===== src/hw/rtl/clipped_blit_key_blend_unit_defines.svh =====
// Assertion macros for the clipped blit / color key / blend unit.
// Included by files that carry concurrent checks; no other dependencies.
`ifndef CLIPPED_BLIT_KEY_BLEND_UNIT_DEFINES_SVH
`define CLIPPED_BLIT_KEY_BLEND_UNIT_DEFINES_SVH

`ifndef SYNTHESIS
// same-cycle implication, disabled during reset
`define CBKB_ASSERT_IMP(label, clk, rst_n, ante, cons) \
    label: assert property (@(posedge clk) disable iff (!rst_n) (ante) |-> (cons)) \
        else $error("cbkb check failed");
// next-cycle implication, disabled during reset
`define CBKB_ASSERT_NXT(label, clk, rst_n, ante, cons) \
    label: assert property (@(posedge clk) disable iff (!rst_n) (ante) |=> (cons)) \
        else $error("cbkb check failed");
`else
`define CBKB_ASSERT_IMP(label, clk, rst_n, ante, cons)
`define CBKB_ASSERT_NXT(label, clk, rst_n, ante, cons)
`endif

`endif


===== src/hw/rtl/cbkb_pkg.sv =====
// Shared types, constants and helpers for the clipped blit / key / blend unit.
// No dependencies.
package cbkb_pkg;

    localparam int MAX_DIM_DEFAULT = 1024;
    localparam int CFG_DIM_W       = 11;  // width of dimension and offset registers
    localparam int COORD_W         = 10;  // source column / row width
    localparam int PIX_W           = 32;
    localparam int CHAN_W          = 8;
    localparam int ADDR_W          = 20;
    localparam int CFG_IDX_W       = 3;
    localparam int CFG_DATA_W      = 32;

    typedef enum logic [1:0] {
        MODE_COPY  = 2'd0,
        MODE_KEY   = 2'd1,
        MODE_BLEND = 2'd2
    } mode_t;

    typedef enum logic [CFG_IDX_W-1:0] {
        REG_DEST_WIDTH   = 3'd0,
        REG_DEST_HEIGHT  = 3'd1,
        REG_X_OFFSET     = 3'd2,
        REG_Y_OFFSET     = 3'd3,
        REG_BLIT_MODE    = 3'd4,
        REG_KEY_COLOR    = 3'd5,
        REG_BLEND_FACTOR = 3'd6
    } reg_idx_t;

    typedef struct packed {
        logic [CFG_DIM_W-1:0] dest_width;
        logic [CFG_DIM_W-1:0] dest_height;
        logic [CFG_DIM_W-1:0] x_offset;   // two's complement
        logic [CFG_DIM_W-1:0] y_offset;   // two's complement
        logic [1:0]           blit_mode;
        logic [PIX_W-1:0]     key_color;
        logic [CHAN_W-1:0]    blend_factor;
    } cfg_t;

    // (s*f + d*(256-f)) >> 8, never above 255
    function automatic logic [CHAN_W-1:0] mix_channel(
        input logic [CHAN_W-1:0] s,
        input logic [CHAN_W-1:0] d,
        input logic [CHAN_W-1:0] f
    );
        logic [CHAN_W:0]     inv;
        logic [2*CHAN_W-1:0] sf;
        logic [2*CHAN_W:0]   di;
        logic [2*CHAN_W:0]   sum;
        inv = 9'd256 - {1'b0, f};
        sf  = s * f;
        di  = d * inv;
        sum = {1'b0, sf} + di;
        return sum[2*CHAN_W-1:CHAN_W];
    endfunction

endpackage


===== src/hw/rtl/cbkb_cfg_regs.sv =====
// Configuration register file for the blit unit.
// Depends on cbkb_pkg (cfg_t, reg_idx_t, widths).
module cbkb_cfg_regs (
    input  logic                              clk,
    input  logic                              rst_n,
    input  logic                              wr_en,
    input  logic [cbkb_pkg::CFG_IDX_W-1:0]    wr_index,
    input  logic [cbkb_pkg::CFG_DATA_W-1:0]   wr_data,
    output cbkb_pkg::cfg_t                    cfg
);

    cbkb_pkg::cfg_t cfg_reg;
    cbkb_pkg::cfg_t cfg_next;

    always_comb
    begin
        cfg_next = cfg_reg;
        if (wr_en)
        begin
            case (wr_index)
                cbkb_pkg::REG_DEST_WIDTH:
                    cfg_next.dest_width = wr_data[cbkb_pkg::CFG_DIM_W-1:0];
                cbkb_pkg::REG_DEST_HEIGHT:
                    cfg_next.dest_height = wr_data[cbkb_pkg::CFG_DIM_W-1:0];
                cbkb_pkg::REG_X_OFFSET:
                    cfg_next.x_offset = wr_data[cbkb_pkg::CFG_DIM_W-1:0];
                cbkb_pkg::REG_Y_OFFSET:
                    cfg_next.y_offset = wr_data[cbkb_pkg::CFG_DIM_W-1:0];
                cbkb_pkg::REG_BLIT_MODE:
                    cfg_next.blit_mode = wr_data[1:0];
                cbkb_pkg::REG_KEY_COLOR:
                    cfg_next.key_color = wr_data[cbkb_pkg::PIX_W-1:0];
                cbkb_pkg::REG_BLEND_FACTOR:
                    cfg_next.blend_factor = wr_data[cbkb_pkg::CHAN_W-1:0];
                default:
                    cfg_next = cfg_reg;  // unmapped index, ignored
            endcase
        end
    end

    always_ff @(posedge clk or negedge rst_n)
    begin
        if (!rst_n)
        begin
            cfg_reg.dest_width   <= cbkb_pkg::CFG_DIM_W'(1024);
            cfg_reg.dest_height  <= cbkb_pkg::CFG_DIM_W'(1024);
            cfg_reg.x_offset     <= '0;
            cfg_reg.y_offset     <= '0;
            cfg_reg.blit_mode    <= cbkb_pkg::MODE_COPY;
            cfg_reg.key_color    <= '0;
            cfg_reg.blend_factor <= 8'd255;
        end
        else
        begin
            cfg_reg <= cfg_next;
        end
    end

    assign cfg = cfg_reg;

endmodule


===== src/hw/rtl/cbkb_blend.sv =====
// Per-channel constant-factor blend of one packed pixel word.
// Depends on cbkb_pkg (mix_channel, widths).
module cbkb_blend (
    input  logic [cbkb_pkg::PIX_W-1:0]  src_word,
    input  logic [cbkb_pkg::PIX_W-1:0]  dst_word,
    input  logic [cbkb_pkg::CHAN_W-1:0] factor,
    output logic [cbkb_pkg::PIX_W-1:0]  mixed_word
);

    logic [cbkb_pkg::CHAN_W-1:0] red;
    logic [cbkb_pkg::CHAN_W-1:0] green;
    logic [cbkb_pkg::CHAN_W-1:0] blue;

    assign red   = cbkb_pkg::mix_channel(src_word[7:0],   dst_word[7:0],   factor);
    assign green = cbkb_pkg::mix_channel(src_word[15:8],  dst_word[15:8],  factor);
    assign blue  = cbkb_pkg::mix_channel(src_word[23:16], dst_word[23:16], factor);

    // destination keeps its extra byte
    assign mixed_word = {dst_word[31:24], blue, green, red};

endmodule


===== src/hw/rtl/clipped_blit_key_blend_unit.sv =====
// Clipped blit pixel stage: offset + clip, color key, constant-factor blend.
// A word taken with start passes the input register and then the result register to done.
// Throughput: one pixel word per cycle; busy is never raised, results cannot be stalled.
// Placement, clip, key, address multiply and blend sit between input and result regs.
// Reset (async, active low) empties the pipeline and loads the register defaults.
// Depends on cbkb_pkg, cbkb_cfg_regs, cbkb_blend and the defines header.
`include "clipped_blit_key_blend_unit_defines.svh"

module clipped_blit_key_blend_unit #(
    parameter int MAX_DIM = cbkb_pkg::MAX_DIM_DEFAULT
) (
    input  logic                              clk,
    input  logic                              rst_n,
    // pixel command side
    input  logic                              start,
    output logic                              busy,
    input  logic [cbkb_pkg::COORD_W-1:0]      source_col,
    input  logic [cbkb_pkg::COORD_W-1:0]      source_row,
    input  logic [cbkb_pkg::PIX_W-1:0]        source_pixel,
    input  logic [cbkb_pkg::PIX_W-1:0]        dest_pixel_in,
    // result side
    output logic                              done,
    output logic                              write_enable,
    output logic [cbkb_pkg::ADDR_W-1:0]       dest_address,
    output logic [cbkb_pkg::PIX_W-1:0]        pixel_out,
    // register write channel
    input  logic                              cfg_valid,
    output logic                              cfg_ready,
    input  logic [cbkb_pkg::CFG_IDX_W-1:0]    cfg_index,
    input  logic [cbkb_pkg::CFG_DATA_W-1:0]   cfg_data
);

    // width that holds both the register value and MAX_DIM
    localparam int DIM_W  = $clog2(MAX_DIM + 1);
    localparam int CMP_W  = (DIM_W > cbkb_pkg::CFG_DIM_W) ? DIM_W : cbkb_pkg::CFG_DIM_W;
    localparam int PROD_W = 2 * CMP_W;
    localparam logic [CMP_W-1:0] MAX_DIM_C = CMP_W'(MAX_DIM);
    // signed destination coordinate: one bit more than the offset
    localparam int DC_W = cbkb_pkg::CFG_DIM_W + 1;

    cbkb_pkg::cfg_t cfg;

    // no backpressure anywhere: both sides always ready
    assign busy      = 1'b0;
    assign cfg_ready = 1'b1;

    cbkb_cfg_regs u_cfg (
        .clk      (clk),
        .rst_n    (rst_n),
        .wr_en    (cfg_valid && cfg_ready),
        .wr_index (cfg_index),
        .wr_data  (cfg_data),
        .cfg      (cfg)
    );

    // effective clip size, saturated to MAX_DIM
    logic [CMP_W-1:0] w_ext;
    logic [CMP_W-1:0] h_ext;
    logic [CMP_W-1:0] w_eff;
    logic [CMP_W-1:0] h_eff;

    assign w_ext = CMP_W'(cfg.dest_width);
    assign h_ext = CMP_W'(cfg.dest_height);
    assign w_eff = (w_ext > MAX_DIM_C) ? MAX_DIM_C : w_ext;
    assign h_eff = (h_ext > MAX_DIM_C) ? MAX_DIM_C : h_ext;

    // ---------------------------------------------------------------
    // Input register
    // ---------------------------------------------------------------
    logic                         in_valid_reg;
    logic [cbkb_pkg::COORD_W-1:0] in_col_reg;
    logic [cbkb_pkg::COORD_W-1:0] in_row_reg;
    logic [cbkb_pkg::PIX_W-1:0]   in_spix_reg;
    logic [cbkb_pkg::PIX_W-1:0]   in_dpix_reg;

    always_ff @(posedge clk or negedge rst_n)
    begin
        if (!rst_n)
        begin
            in_valid_reg <= 1'b0;
        end
        else
        begin
            in_valid_reg <= start && !busy;
        end
    end

    always_ff @(posedge clk)
    begin
        if (start && !busy)
        begin
            in_col_reg  <= source_col;
            in_row_reg  <= source_row;
            in_spix_reg <= source_pixel;
            in_dpix_reg <= dest_pixel_in;
        end
    end

    // ---------------------------------------------------------------
    // Placement, clip and key decision
    // ---------------------------------------------------------------
    logic [DC_W-1:0]                dc;
    logic [DC_W-1:0]                dr;
    logic [cbkb_pkg::CFG_DIM_W-1:0] dest_col;
    logic [cbkb_pkg::CFG_DIM_W-1:0] dest_row;
    logic                           in_clip;
    logic                           keyed;
    logic                           we_next;
    logic                           blend_sel;

    // zero-extended source coordinate plus sign-extended offset; never overflows
    assign dc = {2'b00, in_col_reg} + {cfg.x_offset[cbkb_pkg::CFG_DIM_W-1], cfg.x_offset};
    assign dr = {2'b00, in_row_reg} + {cfg.y_offset[cbkb_pkg::CFG_DIM_W-1], cfg.y_offset};
    assign dest_col = dc[DC_W-2:0];
    assign dest_row = dr[DC_W-2:0];

    assign in_clip = !dc[DC_W-1] && !dr[DC_W-1]
                  && (CMP_W'(dest_col) < w_eff)
                  && (CMP_W'(dest_row) < h_eff);
    assign keyed     = (cfg.blit_mode == cbkb_pkg::MODE_KEY) && (in_spix_reg == cfg.key_color);
    assign we_next   = in_clip && !keyed;
    assign blend_sel = (cfg.blit_mode == cbkb_pkg::MODE_BLEND);

    // ---------------------------------------------------------------
    // Address (row * width + col) and pixel value
    // ---------------------------------------------------------------
    logic [PROD_W-1:0]           addr_full;
    logic [cbkb_pkg::PIX_W-1:0]  mixed_word;
    logic [cbkb_pkg::ADDR_W-1:0] dest_address_next;
    logic [cbkb_pkg::PIX_W-1:0]  pixel_out_next;

    assign addr_full = PROD_W'(dest_row) * PROD_W'(w_eff) + PROD_W'(dest_col);

    cbkb_blend u_blend (
        .src_word   (in_spix_reg),
        .dst_word   (in_dpix_reg),
        .factor     (cfg.blend_factor),
        .mixed_word (mixed_word)
    );

    // clipped or keyed-out words report zero address and pixel
    always_comb
    begin
        dest_address_next = '0;
        pixel_out_next    = '0;
        if (we_next)
        begin
            dest_address_next = addr_full[cbkb_pkg::ADDR_W-1:0];
            pixel_out_next    = blend_sel ? mixed_word : in_spix_reg;
        end
    end

    // ---------------------------------------------------------------
    // Result register
    // ---------------------------------------------------------------
    logic                        done_reg;
    logic                        write_enable_reg;
    logic [cbkb_pkg::ADDR_W-1:0] dest_address_reg;
    logic [cbkb_pkg::PIX_W-1:0]  pixel_out_reg;

    always_ff @(posedge clk or negedge rst_n)
    begin
        if (!rst_n)
        begin
            done_reg         <= 1'b0;
            write_enable_reg <= 1'b0;
        end
        else
        begin
            done_reg         <= in_valid_reg;
            write_enable_reg <= in_valid_reg && we_next;
        end
    end

    always_ff @(posedge clk)
    begin
        if (in_valid_reg)
        begin
            dest_address_reg <= dest_address_next;
            pixel_out_reg    <= pixel_out_next;
        end
    end

    assign done         = done_reg;
    assign write_enable = write_enable_reg;
    assign dest_address = dest_address_reg;
    assign pixel_out    = pixel_out_reg;

    // ---------------------------------------------------------------
    // Checks
    // ---------------------------------------------------------------
    // every strobe comes from a word accepted earlier, through the input and result registers
    `CBKB_ASSERT_IMP(a_done_from_start, clk, rst_n, done, $past(start && !busy, 2))
    // write enable only rides on a strobe
    `CBKB_ASSERT_IMP(a_we_with_done, clk, rst_n, write_enable, done)
    // a dropped word carries zero address and pixel
    `CBKB_ASSERT_NXT(a_drop_zero, clk, rst_n, in_valid_reg && !we_next,
                     dest_address == '0 && pixel_out == '0)

endmodule


===== config.mk =====
export PLATFORM = sky130hd
export DESIGN_NAME = clipped_blit_key_blend_unit
export DESIGN_NICKNAME = d
export VERILOG_FILES = /design/src/hw/rtl/cbkb_pkg.sv /design/src/hw/rtl/cbkb_cfg_regs.sv /design/src/hw/rtl/cbkb_blend.sv /design/src/hw/rtl/clipped_blit_key_blend_unit.sv
export VERILOG_INCLUDE_DIRS = /design/src /design/src/hw/rtl
export SDC_FILE = /design/constraint.sdc
export NUM_CORES = 1
export LEC_CHECK = 0
export BUFFER_PORTS_ARGS = -buffer_cell sky130_fd_sc_hd__buf_2
export CAP_MARGIN = 5
export CORE_UTILIZATION = 42
export CTS_CLUSTER_DIAMETER = 200
export DETAILED_ROUTE_END_ITERATION = 10
export PLACE_DENSITY = 0.57
export SYNTH_ARGS = -nofsm -noshare
export SYNTH_HDL_FRONTEND = slang
export SYNTH_HIERARCHICAL = 1
export SYNTH_SLANG_ARGS = --single-unit

===== constraint.sdc =====
create_clock -name clk -period 10.6 [get_ports clk]
set_input_delay 0.53 -clock clk [delete_from_list [all_inputs] [get_ports clk]]
set_output_delay 0.53 -clock clk [all_outputs]
set_load 0.01 [all_outputs]

==> key figures, run 1 <==
Critical path
  – Worst Setup SP: u_cfg/cfg[51]
  – Reg2Reg Depth: 22
  – Critical setup path kind: flop to flop
  – Setup crit end: dest_address[19]
  – Worst-path maximum fanout: 8
  – R2r setup slk: 2.92 ns
  – Arr. time, crit path: 8.11 ns
  – Critical R2R Launch: u_cfg/cfg[51]
  – CP endpoint kind: flop
  – Startpoint types: flop
  – Reg2reg end: dest_address[19]
  – Worst Path Required: 11.03 ns

Timing
  – FMAX: 0.130 GHz
  – Finish-stage setup viols: 0
  – Clk_skew: 0.0426 ns
  – Final Hold Vio Count: 0
  – RSZ-0062 raised after global routing: false
  – Period minus WS final: 7.68 ns
  – Max-slew violations: 0
  – Slew HR: 0.138
  – Worst slew pin tran: 1.29 ns
  – TNS Setup: 0 ns
  – Period utilisation layout: 0.724

Final layout
  – Area grow syn2layout: 10.2%
  – Final net count: 3543
  – Cell Count, Final, Fillers Out: 3629
  – Layout cells sized above 1: 0.129
  – Max reg flops: 86

GRT
  – Initial antenna violation count: 1
  – Total GRT Usage: 0.232
  – Largest net degree at the start of global routing: 59
  – First-pass GRT wire length: 117 mm
  – Congestion Overflow GR: 0
  – Vias in the first global route: 20856

Floorplan
  – Die W: 256 um
  – IO Count: 179
  – Starting Density: 0.428
  – Die ar.: 65600 um^2
  – Core area: 63400 um^2
  – Die Ht: 256 um
  – Std cell rows: 92

Clock network
  – Clock slew at reported path FFs: 0.06 ns
  – Root buffer cell: clkbuf_16
  – Clk_lat worst skew: 0.63 ns
  – Clock Path Buffers: 3
  – Num CTS Buffers: 29
  – Post-CTS Resized: 0
  – CTS H-tree lvls: 1
  – CTS tree: yes
  – CTS Sinks: 225
  – Post-CTS Setup Inserts: 0

Placement
  – Routability cong.: 0.924
  – # port buffers: 176
  – Dpl cells: 3573
  – DP HPWL: 57.7 mm

Flow run
  – Max-cap violations: 0

Logic synthesis
  – Yosys warning total: 6
  – Mapped Avg Cell Area: 10.4 um^2
  – Distinct cells, synth: 79
  – Net Count, Synth: 3399
  – Sequential cell area fraction in the yosys report: 0.233
  – Post-synth top area cell: fa_1
  – Syn Inst Count: 2615
  – Top-area cell type share of the netlist area: 0.292
  – Synth top cells by count: inv_1, fa_1, ha_1, nand2_1, and2_1
  – Ys flop type: edfxtp_1
  – Main area contributors after synthesis: fa_1, edfxtp_1, ha_1
  – Yosys reg bits: 225
  – Count leader, synth: inv_1
  – Syn Std Cell Area: 27100 um^2
  – Async SR Flop Fraction: 0.396
  – Post-synth EDFFs: 136

Min path
  – HP Class: primary input to flop

Outcome
  – Outcome: finished clean

Drt
  – Post-route ant nets: 0
  – DRT Pass-1 Iters: 5
  – Total number of vias: 18706
  – Via/cell ratio: 5.15
  – Wire per inst: 20.4 um
  – Drt total wl: 74.2 mm
  – # DRC: 0
  – DR iter-0 viols: 1024
## per-layer routing
metal | global-route usage | vias up | wire length [um]
met2 | 0.415 | 507 | 37600
met3 | 0.0326 | 127 | 3410
met4 | 0.0845 | 2 | 2940
li1 | - | 8483 | -
met1 | 0.284 | 9587 | 30200
met5 | 0 | - | 17
## area by class of cell
cell class | count | area, um^2
Inverter | 528 | 1980
Fill cell | 5897 | 33500
Clock inverter | 23 | 272
Timing Repair Buffer | 200 | 1070
Antenna cell | 1 | 2.50
Multi-Input combinational cell | 1775 | 18400
Clock buffer | 31 | 753
Sequential cell | 225 | 6320
Tap cell | 846 | 1060
## per-stage QoR
| step | setup WS (ns) | hold WS [ns] | area, um^2 | utilization |
|---|---|---|---|---|
| 4_1_cts | 3.02 | 0.0420 | 29900 | 0.471 |
| 6_report | 2.92 | 0.0779 | 29900 | 0.471 |
| 3_5_place_dp | 3.05 | 0.465 | 28900 | 0.455 |
| 3_3_place_gp | 3.15 | 0.463 | 28900 | 0.455 |
| 2_1_floorplan | 3.81 | 0.234 | 27100 | - |
| 5_1_grt | 2.54 | 0.0559 | 29900 | 0.471 |
## cells in the final DEF, fill, tap and decap left out, types with 5 or more instances in the layout
master	netlist	final
clkinv_1	5	9
clkbuf_16	0	29
nor3b_1	8	8
mux2_2	36	36
mux2_1	20	20
o21a_1	7	7
buf_2	7	174
nand3_1	18	18
xnor2_1	52	50
inv_1	521	521
nand4_1	10	10
a21o_1	13	13
and2_1	232	232
nor2b_1	24	23
edfxtp_1	136	136
buf_4	13	25
nor2_1	82	82
a211oi_1	7	7
a31oi_1	9	9
xor2_1	53	53
mux2_4	30	30
nor3_1	57	57
o21ai_0	22	22
o21ai_1	8	8
nand2_1	266	266
and3_1	8	8
fa_1	395	395
dfstp_2	10	10
dfrtp_1	79	78
nor4_1	12	12
mux2i_1	33	33
a21oi_1	31	31
ha_1	266	266
nand2b_1	6	6
clkinv_4	0	5
## worst min-delay path by stage
stage                            from         endpoint  slack, ns  cells past startpoint
floorplan                       rst_n             done       0.23                      0
global placement        u_cfg/cfg[64]    u_cfg/cfg[64]       0.46                      1
detailed placement      u_cfg/cfg[64]    u_cfg/cfg[64]       0.47                      1
CTS                  dest_pixel_in[6]   in_dpix_reg[6]       0.04                      1
global route          source_pixel[8]   in_spix_reg[8]       0.06                      1
finish              dest_pixel_in[21]  in_dpix_reg[21]       0.08                      1
## worst max-delay path: stages, from the launching register on
cell and delay, ns:
dfrtp_1 0.38, ha_1 0.38, nand2b_1 0.14, nor3_1 0.06, a2111oi_1 1.12, nand3_1 0.48
nand2_1 0.21, fa_1 0.40, inv_1 0.09, fa_1 0.46, fa_1 0.51, fa_1 0.49
inv_1 0.05, fa_1 0.49, inv_1 0.05, ha_1 0.36, a21o_1 0.24, a2111oi_4 0.44
nand2_2 0.09, o221ai_2 0.20, mux2i_1 0.12, or4_1 0.54, a211oi_2 0.22
## what timing repair did
item | in CTS | in global routing
hold buffers | 1 | 0
endpoints found under the hold margin | 31 | 0
endpoints found under the setup margin | 0 | 0
## logic make-up after synthesis
group	Yosys count	synth area share
other	2	0.000277
xor gates and xnor gates	105	0.0339
AOI/OAI and AO/OA	137	0.0368
and+or+nand+nor	751	0.141
buffers and inverters	615	0.0883
muxes	119	0.0520
DFF	225	0.233
adders and majority gates	661	0.414
Power of run 1 is not shown: default switching activity piles up to over one toggle a cycle in this logic, so the estimate is an artifact.
==> run 2: changes to the inputs <==
==> constraint.sdc (replaced) <==
create_clock -name clk -period 7.4 [get_ports clk]
set_input_delay 0.37 -clock clk [delete_from_list [all_inputs] [get_ports clk]]
set_output_delay 0.37 -clock clk [all_outputs]
set_load 0.01 [all_outputs]
==> key figures, run 2 (synthesis gave the netlist of run 1 again) <==
Critical path
  – Arr. time, crit path: 7.51 ns (was 8.11 ns)
  – Most frequent CP cell: fa_1 (unchanged)
  – CP Cell Sequence: ha_1, nand3_1, o2111ai_1, nand4_1, nand3_1, nand2_1, fa_1, inv_1, fa_1, fa_1, fa_1, inv_1, fa_1, inv_1, ha_1, a21o_1, a2111oi_4, nand2_2, o221ai_2, mux2i_1, or4_1, a211oi_2 (was ha_1, nand2b_1, nor3_1, a2111oi_1, nand3_1, nand2_1, fa_1, inv_1, fa_1, fa_1, fa_1, inv_1, fa_1, inv_1, ha_1, a21o_1, a2111oi_4, nand2_2, o221ai_2, mux2i_1, or4_1, a211oi_2)
  – Largest stage delay on the critical path: 0.55 ns (was 1.12 ns)
  – R2r setup slk: 0.33 ns (was 2.92 ns)
  – CP endpoint kind: flop (unchanged)
  – CP Buf/Inv Count: 3 (unchanged)
  – Startpoint types: flop (unchanged)
  – Reg2Reg Depth: 22 (unchanged)
  – Critical R2R Launch: u_cfg/cfg[46] (was u_cfg/cfg[51])
  – Reg2reg end: dest_address[19] (unchanged)
  – Slowest stage cell on the critical path: fa_1 (was a2111oi_1)
  – Worst Path Required: 7.85 ns (was 11.03 ns)
  – Critical setup path kind: flop to flop (unchanged)
  – Critical path's top delay family: adder cells (unchanged)
  – Worst-path maximum fanout: 7 (was 8)

Final layout
  – Most frequent cells in the layout: inv_1, fa_1, nand2_1 (was inv_1, fa_1, nand2_1, ha_1, and2_1)
  – Cell area after layout: 31100 um^2 (was 29900 um^2)
  – Area grow syn2layout: 14.6% (was 10.2%)
  – Sequential Area: 6320 um^2 (unchanged)
  – Multi-input gate area: 18400 um^2 (about the same)
  – Most common cell after layout, fill and taps aside: inv_1 (unchanged)
  – N_diodes: 0 (was 1)
  – Max reg flops: 86 (unchanged)
  – Final net count: 3672 (was 3543)
  – Layout cells sized above 1: 0.133 (was 0.129)
  – Fill count: 5851 (was 5897)

Clock network
  – CTS H-tree lvls: 1 (unchanged)
  – Clk_lat worst skew: 0.62 ns (was 0.63 ns)
  – Clock slew at reported path FFs: 0.06 ns (about the same)
  – CTS tree: yes (unchanged)
  – Num CTS Buffers: 30 (was 29)
  – Clock Path Buffers: 3 (unchanged)
  – CTS Sinks: 225 (unchanged)
  – Root buffer cell: clkbuf_16 (unchanged)

Timing
  – Clk_skew: 0.0469 ns (was 0.0426 ns)
  – Worst slew pin tran: 1.03 ns (was 1.29 ns)
  – Period utilisation layout: 0.955 (was 0.724)
  – FMAX: 0.142 GHz (was 0.130 GHz)
  – Finish-stage setup viols: 0 (unchanged)
  – Hold slack: 0.0484 ns (was 0.0779 ns)
  – Max-slew violations: 0 (unchanged)
  – Final setup margin: 0.335 ns (was 2.92 ns)
  – Final Hold Vio Count: 0 (unchanged)
  – Slew HR: 0.315 (was 0.138)
  – Period minus WS final: 7.07 ns (was 7.68 ns)

GRT
  – Initial antenna violation count: 3 (was 1)
  – First-pass GRT wire length: 119 mm (was 117 mm)
  – Total GRT Usage: 0.233 (was 0.232)
  – Largest net degree at the start of global routing: 77 (was 59)
  – Vias in the first global route: 20915 (was 20856)
  – Congestion Overflow GR: 0 (unchanged)

Floorplan
  – IO Count: 179 (unchanged)
  – Die Ht: 256 um (unchanged)
  – Die W: 256 um (unchanged)
  – Std cell rows: 92 (unchanged)
  – Starting Density: 0.428 (unchanged)
  – Core area: 63400 um^2 (unchanged)
  – Die ar.: 65600 um^2 (unchanged)

Placement
  – DP HPWL: 56.9 mm (was 57.7 mm)
  – Routability cong.: 0.919 (was 0.924)
  – Pre-CTS setup slack: 0.209 ns (was 3.05 ns)
  – # port buffers: 176 (unchanged)
  – Placed Area: 29000 um^2 (was 28900 um^2)

Drt
  – DR iter-0 viols: 890 (was 1024)
  – Wire per inst: 19.6 um (was 20.4 um)
  – WL met1: 31.5 mm (was 30.2 mm)
  – Total number of vias: 18936 (was 18706)
  – DRT Pass-1 Iters: 5 (unchanged)
  – WL met2: 37.4 mm (was 37.6 mm)
  – Via/cell ratio: 5.04 (was 5.15)
  – Drt total wl: 73.7 mm (was 74.2 mm)
  – Post-route ant nets: 0 (unchanged)
  – # DRC: 0 (unchanged)
  – Met3 wire length: 2.70 mm (was 3.41 mm)
  – Top routing layer used: met5 (unchanged)

Outcome
  – Outcome: finished clean (unchanged)

Min path
  – Hold Path Cell Cnt: 2 (was 1)
  – Hold Crit Start: cfg_data[11] (was dest_pixel_in[21])
  – Hold path endpoint: u_cfg/cfg[19] (was in_dpix_reg[21])
  – HP Class: primary input to flop (unchanged)

Flow run
  – Max-cap violations: 0 (unchanged)
==> run 2: cell count changes in the layout (fill, tap and decap cells not counted), moves of 5 or more <==
cell	before	now
clkbuf_1	0	6
clkinv_2	2	7
buf_4	25	51
dlygate4sd3_1	1	103
==> run 2: layout make-up <==
class / count / share of cell area
multi-input cells: 1775 / 0.593
clock inverters: 16 / 0.00475
repair buffers: 328 / 0.0735
clock buffers: 40 / 0.0274
inverters: 528 / 0.0638
flip-flops and latches: 225 / 0.203
well taps: 846 / 0.0340
==> run 2: routing by layer <==
layer | up-vias | GRT usage
li1 | 8747 | -
met1 | 9699 | 0.300
met2 | 379 | 0.412
met3 | 109 | 0.0258
met4 | 2 | 0.0650
met5 | - | 0
==> run 2: worst max-delay path by stage <==
stage | startpoint | to | slack, ns | cells after the start
after global routing | u_cfg/cfg[46] | dest_address[19] | -0.006 | 22
after global placement | u_cfg/cfg[42] | dest_address[19] | 0.35 | 25
after detailed placement | in_row_reg[0] | dest_address[19] | 0.21 | 25
final | u_cfg/cfg[46] | dest_address[19] | 0.33 | 22
after floorplan | u_cfg/cfg[42] | dest_address[19] | 0.61 | 27
after CTS | in_row_reg[0] | dest_address[19] | 0.16 | 25
==> run 2: what timing repair did <==
action	4_1_cts	5_1_grt
hold buffers	103	0
gates resized for setup	0	3
hold endpoints to repair	115	0
setup buffers	0	2
endpoints found under the setup margin	0	1
==> run 2: per-stage QoR <==
stage,setup TNS (ns),util,instances
5_1_grt,-0.00650,0.490,3758
4_1_cts,0,0.490,3756
3_5_place_dp,0,0.458,3597
6_report,0,0.490,3758
2_1_floorplan,0,-,2615
3_3_place_gp,0,0.458,3597
Power of run 2 is left out for the same reason.
